--- config.mk ---
export PLATFORM = sky130hd
export DESIGN_NAME = vtss_weight
export DESIGN_NICKNAME = d
export VERILOG_FILES = /design/src/hdl/vtss_pkg.sv /design/src/hdl/vtss_weight.sv
export SDC_FILE = /design/constraint.sdc
export NUM_CORES = 2
export LEC_CHECK = 0
export ABC_AREA = 1
export BUFFER_PORTS_ARGS = -buffer_cell sky130_fd_sc_hd__buf_2
export CORE_UTILIZATION = 40
export DETAILED_ROUTE_END_ITERATION = 12
export MAX_ROUTING_LAYER = met4
export SETUP_SLACK_MARGIN = 0.1
export SLEW_MARGIN = 25
export SYNTH_ARGS = -nofsm -noshare
export SYNTH_HDL_FRONTEND = slang
export SYNTH_SLANG_ARGS = --single-unit
--- constraint.sdc ---
create_clock -name i_clk -period 23.9 [get_ports i_clk]
set_clock_uncertainty 0.1 [all_clocks]
set_input_delay 4.78 -clock i_clk [delete_from_list [all_inputs] [get_ports i_clk]]
set_output_delay 4.78 -clock i_clk [all_outputs]
set_load 0.03 [all_outputs]
--- src/hdl/vtss_pkg.sv ---
package vtss_pkg;

    localparam int SIZE_W = 9;
    localparam logic [29:0] RECIP_M = 30'd572662307;
    localparam logic [27:0] Q_OFFSET = 28'd251658240;

    localparam logic [1:0] CFG_SIZE_X = 2'd0;
    localparam logic [1:0] CFG_SIZE_Y = 2'd1;
    localparam logic [1:0] CFG_SIZE_Z = 2'd2;

    typedef logic signed [18:0] t_weight;
    typedef t_weight t_wvec [4];

    typedef struct packed {
        logic signed [5:0] ca;
        logic signed [5:0] cb;
        logic signed [5:0] cc;
    } t_coef;

    function automatic t_coef coef(input logic [1:0] t);
        t_coef c;
        unique case (t)
            2'd0: c = '{ca: -6'sd7, cb: 6'sd12, cc: -6'sd5};
            2'd1: c = '{ca: 6'sd12, cb: 6'sd18, cc: -6'sd15};
            2'd2: c = '{ca: -6'sd2, cb: -6'sd3, cc: 6'sd5};
            default: c = '{ca: 6'sd0, cb: 6'sd0, cc: 6'sd0};
        endcase
        return c;
    endfunction

endpackage

--- src/hdl/vtss_weight.sv ---
module vtss_weight (
    input  logic              i_clk,
    input  logic              i_rst_n,
    input  logic              i_start,
    input  logic [15:0]       i_frac,
    output logic              o_done,
    output vtss_pkg::t_wvec   o_w
);

    localparam logic [3:0] STEP_LAST = 4'd9;

    logic [3:0]  r_step;
    logic [1:0]  r_t;
    logic [15:0] r_f;
    logic [31:0] r_f2;
    logic [47:0] r_f3;
    logic [27:0] r_x;
    vtss_pkg::t_weight r_wt [3];

    vtss_pkg::t_coef    c;
    logic signed [56:0] la, lb, lc, n, m;
    logic signed [25:0] q;
    logic [27:0]        x;
    logic [57:0]        pr;
    logic [24:0]        wd;

    always_comb begin
        c  = vtss_pkg::coef(r_t);
        la = $signed({9'b0, r_f, 32'b0});
        lb = $signed({9'b0, r_f2, 16'b0});
        lc = $signed({9'b0, r_f3});
        n  = la * 57'(c.ca) + lb * 57'(c.cb) + lc * 57'(c.cc);
        m  = n + 57'sd16106127360;
        q  = 26'(m >>> 31);
        x  = 28'(28'(q) + vtss_pkg::Q_OFFSET);
        pr = 58'(r_x) * 58'(vtss_pkg::RECIP_M);
        wd = pr[57:33] - 25'd16777216;
    end

    always_ff @(posedge i_clk) begin
        if (!i_rst_n) begin
            r_step <= '0;
            r_t    <= '0;
        end else if (i_start) begin
            r_f    <= i_frac;
            r_t    <= '0;
            r_step <= 4'd1;
        end else if (r_step != 4'd0) begin
            r_step <= (r_step == STEP_LAST) ? 4'd0 : r_step + 4'd1;
            if (r_step == 4'd1) begin
                r_f2 <= 32'(r_f) * 32'(r_f);
            end else if (r_step == 4'd2) begin
                r_f3 <= 48'(r_f2) * 48'(r_f);
            end else if (r_step != STEP_LAST) begin
                if (r_step[0]) begin
                    r_x <= x;
                end else begin
                    r_wt[r_t] <= $signed(wd[18:0]);
                    r_t       <= r_t + 2'd1;
                end
            end
        end
    end

    assign o_done = (r_step == STEP_LAST);
    assign o_w[0] = r_wt[0];
    assign o_w[2] = r_wt[1];
    assign o_w[3] = r_wt[2];
    assign o_w[1] = 19'sd131072 - r_wt[0] - r_wt[1] - r_wt[2];

endmodule
# After elaboration in Yosys (flattened, before gate mapping)
# Memory sizes are Yosys's and may differ from the RTL's.
# Index checks and enable logic that the tools add are counted.
[classes]
add_sub_neg = 10
multipliers = 6
eq_ne = 6
mux = 12
n_bitwise = 5
reduce_logical = 9
[op_table]
columns = ["operator", "count"]
rows = [
  ["adder 56 x 55 -> 57 bit", 1],
  ["adder 57 x 35 -> 57 bit, second input constant", 1],
  ["adder 55 x 55 -> 56 bit", 1],
  ["multiplier 49 x 6 -> 55 bit", 1],
  ["case mux 18 bit (3 select lines)", 1],
  ["multiplier 28 x 30 -> 52 bit, second input constant", 1],
  ["multiplier 32 x 16 -> 48 bit", 1],
  ["multiplier 33 x 6 -> 39 bit", 1],
  ["subtractor 19 bit", 2],
  ["multiplier 16 x 16 -> 32 bit", 1],
  ["adder 26 x 25 -> 27 bit, second input constant", 1],
  ["multiplier 17 x 6 -> 23 bit", 1],
  ["subtractor 19 x 1 -> 19 bit, second input constant", 1],
  ["subtractor 19 bit, first input constant", 1],
  ["2-to-1 mux 1 bit", 10],
  ["AND reduction 5 bit", 2],
  ["AND reduction 7 bit", 1],
  ["NOT 1 bit", 5],
  ["adder 4 x 1 -> 4 bit, second input constant", 1],
  ["equality test 4 x 1 -> 1 bit, second input constant", 1],
  ["equality test 4 x 2 -> 1 bit, second input constant", 1],
  ["equality test 4 bit, second input constant", 1],
  ["2-to-1 mux 4 bit", 1],
  ["inequality test 4 bit, second input constant", 1],
  ["9 further kinds", 9],
]
[totals]
regBits = 130
ram_bits = 57
in_bits = 19
output_inout_bits = 77
elab_cells = 56
memories = 1
[memory_table]
columns = ["memory", "words", "word_bits", "read_ports", "rd_clocked_by_memory_dff", "write_ports", "line_no", "rtl"]
rows = [
  ["r_wt", 3, 19, 3, 0, 1, "vtss_weight.sv:18", "vtss_pkg::t_weight r_wt [3];"],
]

# Depth between registers and ports, before layout
[logic_depth]
ltp_word = 8
ltp_mapped = 44
depth_no_buf = 43

# Worst setup path before layout
# OpenSTA, ideal clock, no wires.
[synth_path]
kind = "input -> register"
start = "input port i_rst_n"
end = "register r_f3[0] (enable)"
setup_ns = 0.513
arrival_time_ns = 8.396
required_ns = 23.287
path_slack_ns = 14.891
stages = 4
path_cell_list = "inv_1 -> nor2_1 -> inv_1 -> nor3_1"
[synth_via]
elab_chain_cells = 1
[synth_lines]
columns = ["item", "line_no", "rtl"]
rows = [
  ["start: declaration", "vtss_weight.sv:3", "input logic i_rst_n,"],
  ["AND reduction 5 bit (no line)", "--", ""],
  ["end signal: assignment", "vtss_weight.sv:53", "r_f3 <= 48'(r_f2) * 48'(r_f);"],
  ["end: declaration", "vtss_weight.sv:16", "logic [47:0] r_f3;"],
]
# Every way passes these cells.
# A chain may end at the register's enable or synchronous reset.

# Worst setup path after layout
[layout_path]
start = "register r_t[0]"
end = "register r_x[25] (data pin)"
[layout_via]
elab_chain_cells = 7
[layout_lines]
columns = ["item", "line_no", "rtl"]
rows = [
  ["start: declaration", "vtss_weight.sv:13", "logic [1:0] r_t;"],
  ["start signal: assignment", "vtss_weight.sv:59", "r_t <= r_t + 2'd1;"],
  ["equality test 2 bit (tied with other cells)", "vtss_pkg.sv:22", "unique case (t)"],
  ["case mux 18 bit (3 select lines) *", "vtss_pkg.sv:22", ""],
  ["multiplier 33 x 6 -> 39 bit or multiplier 17 x 6 -> 23 bit (tied branches)", "vtss_weight.sv:32", "n = la * 57'(c.ca) + lb * 57'(c.cb) + lc * 57'(c.cc);"],
  ["adder 55 x 55 -> 56 bit", "vtss_weight.sv:32", ""],
  ["adder 56 x 55 -> 57 bit *", "vtss_weight.sv:32", ""],
  ["adder 57 x 35 -> 57 bit *", "vtss_weight.sv:33", "m = n + 57'sd16106127360;"],
  ["adder 26 x 25 -> 27 bit *", "vtss_weight.sv:35", "x = 28'(28'(q) + vtss_pkg::Q_OFFSET);"],
  ["net x[25]", "vtss_weight.sv:23", "logic [27:0] x;"],
  ["end signal: assignment", "vtss_weight.sv:56", "r_x <= x;"],
  ["end: declaration", "vtss_weight.sv:17", "logic [27:0] r_x;"],
]
# The timed path passes the listed nets; every way through them passes the cells marked *.

==> flow_summary_export.csv <==
group,metric,value,unit
drt,wl_per_cell,18.9,um
global_routing,antenna_found_initial,1,
floorplanning,start_util,40.2,%
logic_synthesis,yosysSeqAreaShare,9.00,%
sta,fmax,0.0921,GHz
logic_synthesis,ys_types,49,
drt,wirelength,184000,um
floorplanning,fp.dieH,393,um
critical_path,slowest_delay,0.65,ns
placement,io_buffers,95,
sta,max_slew.worst_pin.slew,1.15,ns
logic_synthesis,synth_most_common_cell,"inv_1",
cells_and_area,final_cells,9716,
global_routing,grt_max_degree,82,
drt,viasPerCell,5.00,
sta,fin_crit,10.86,ns
worst_hold_path,hp-class,"reg -> reg",
cells_and_area,design_area,0.0645,mm2
sta,hold_viol_final,0,
critical_path,cp.arrival,11.04,ns
cts,ctsHoldBuffers,0,
critical_path,start_kind,"flip-flop",
logic_synthesis,synth-edff-count,179,
critical_path,crit_required,24.08,ns
cells_and_area,utilization,42.5,%
cts,max-clock-path-buffers,2,
cts,cts-root-buf,"clkbuf_16",
logic_synthesis,async_reset_ff_share,0,%
sta,fin_tns_setup,0,ns
critical_path,cpMaxStageDelayCell,"inv_1",
cts,clock_sinks,185,
run_status,status,"complete, no violations",
cts,post_cts_resized,0,
sta,setup_viol,0,
logic_synthesis,ys.flop_type,"edfxtp_1",
drt,drt_pre_antenna_iters,8,
global_routing,grt_pass1_wl,291000,um
drt,antenna_left,0,
drt,wl_met3,8050,um
drt,dr_total_vias,48600,
cells_and_area,synthToLayoutAreaGrowth,5.55,%
logic_synthesis,ys_seq_elements,185,
cts,clk_latency,0.55,ns
cts,cts_tree,"yes",
run,maxCapViolCount,0,
placement,postPlaceCellArea,0.0639,mm2
placement,dp.cells,9683,
drt,wl_met2,90400,um
cts,clk_pin_slew_worst_paths,0.08,ns
logic_synthesis,ys_top_cells_by_area,"fa_1 37%, ha_1 15%, inv_1 13%, nand2_1 11%, edfxtp_1 8.8%",
cells_and_area,fin_nets,9548,
sta,rsz0062_at_grt,"no",
sta,slew_violations,0,
critical_path,cp-end-kind,"flip-flop",
logic_synthesis,synth_cells,7689,
logic_synthesis,yosys.area.top_type,"fa_1",
placement,dp_hpwl,155000,um
drt,routed.top_layer,"met4",
logic_synthesis,synth_common_cells,"2042 x inv_1, 1720 x nand2_1, 1131 x fa_1",
drt,met1Wirelength,80100,um
global_routing,grt_overflow,0,
cts,cts_max_level,4,
critical_path,cpMostUsedCell,"fa_1",
floorplanning,die-area,0.154,mm2
cts,postCtsSetupBuffers,0,
global_routing,grt_pass1_vias,51900,
drt,drtIter0Drc,2932,
floorplanning,row_count,143,
logic_synthesis,syn_avg_cell_area,7.94,um2
drt,drc,0,
cts,cts_made_buffers,17,
critical_path,crit_type,"reg -> reg",
critical_path,crit_fanout,26,
global_routing,track_usage,25.2,%
logic_synthesis,syn_area,0.0611,mm2
sta,timing.final.crit_share,45.4,%
placement,gp_congestion,0.963,
floorplanning,pin_count,96,
floorplanning,core-area,0.152,mm2
logic_synthesis,yosys.area.top_type_share,37.1,%
logic_synthesis,synth.yosys.warnings,0,
cells_and_area,drive_gt1_share,4.22,%
sta,timing.slew.headroom,23.5,%
floorplanning,die_x,393,um
[area by class of cell]
type	count	area (um2)
Fill cell	15600	87300
Multi-Input combinational cell	5251	47100
Inverter	2055	7720
Sequential cell	185	5500
Tap cell	2030	2540
Timing Repair Buffer	162	986
Clock buffer	21	493
Clock inverter	11	81.3
Antenna cell	1	2.50
[sequential cells by signal (all words and copies together) (netlist names)]
| signal | flops |
|---|---|
| r_f | 16 |
| r_t | 2 |
| r_f3 | 48 |
| r_step | 4 |
| r_f2 | 31 |
| r_x | 27 |
| r_wt | 57 |
[worst paths after layout]
kind | from | end | slack (ns) | depth (start not counted)
max reg2reg | r_t[0] | r_x[25] | 13.04 | 36
min | r_step[3] | r_step[3] | 0.41 | 2
max | r_t[0] | r_x[25] | 13.04 | 36
min reg2reg | r_step[3] | r_step[3] | 0.41 | 2
[critical path, delay by kind of cell (launching register included)]
family / cells / cell delay, ns
simple gates: 8 / 0.97
compound gates: 7 / 1.81
flops: 1 / 0.40
fa+ha+maj: 12 / 5.55
xor+xnor: 1 / 0.22
buf+inv: 8 / 1.54
[kinds of logic (layout without fill, tap and decap cells)]
logic type	Yosys count	after routing	synth area share, %
flip-flops	185	185	9.00
XOR/XNOR	141	141	2.02
other	2	12	0.0123
AO/OA/AOI/OAI	659	659	5.98
adder cells (fa/ha/maj)	1857	1857	52.0
buffers and inverters	2262	2249	13.9
AND/OR/NAND/NOR	2583	2583	17.1
[metal layers]
layer  up-vias  GRT usage, %
met5         -             -
met4         0          7.07
met3       235          2.31
met2      1225          42.8
met1     24300          32.1
li1      22800             -
[cells in the final DEF (no fill, tap or decap), types with 4 or more instances in the layout]
cell type | synthesis | final
nor2_4 | 5 | 5
o21ai_2 | 11 | 11
clkbuf_16 | 0 | 19
o21a_1 | 12 | 12
o211ai_1 | 7 | 7
edfxtp_1 | 179 | 179
nor2_2 | 14 | 17
inv_1 | 2042 | 2042
o31ai_1 | 4 | 4
nor3_2 | 6 | 8
or2_2 | 24 | 24
a21o_1 | 24 | 24
conb_1 | 2 | 11
a21oi_2 | 10 | 11
nor2_1 | 498 | 495
nand2_2 | 26 | 26
nor4_1 | 10 | 9
nor3_1 | 50 | 48
nand2_1 | 1720 | 1720
nand3_2 | 5 | 5
xor2_1 | 98 | 98
fa_1 | 1131 | 1131
buf_2 | 3 | 95
nand4_1 | 48 | 48
inv_2 | 12 | 12
a21oi_1 | 319 | 318
a31oi_1 | 18 | 18
o21ai_0 | 182 | 182
a21boi_0 | 8 | 8
nand3_1 | 164 | 164
o21bai_1 | 29 | 29
ha_1 | 726 | 724
buf_4 | 0 | 66
dfxtp_1 | 6 | 6
xnor2_1 | 43 | 43
clkinv_2 | 0 | 4
o21ai_1 | 26 | 26
[stage by stage]
stage	hold WS (ns)	setup WS, ns
2_1_floorplan	0.324	14.89
3_5_place_dp	0.405	13.10
5_1_grt	0.465	12.29
6_report	0.414	13.04
3_3_place_gp	0.394	13.16
4_1_cts	0.415	13.06
Power is not shown: default switching activity piles up to over one toggle a cycle in this logic, so the estimate is an artifact.
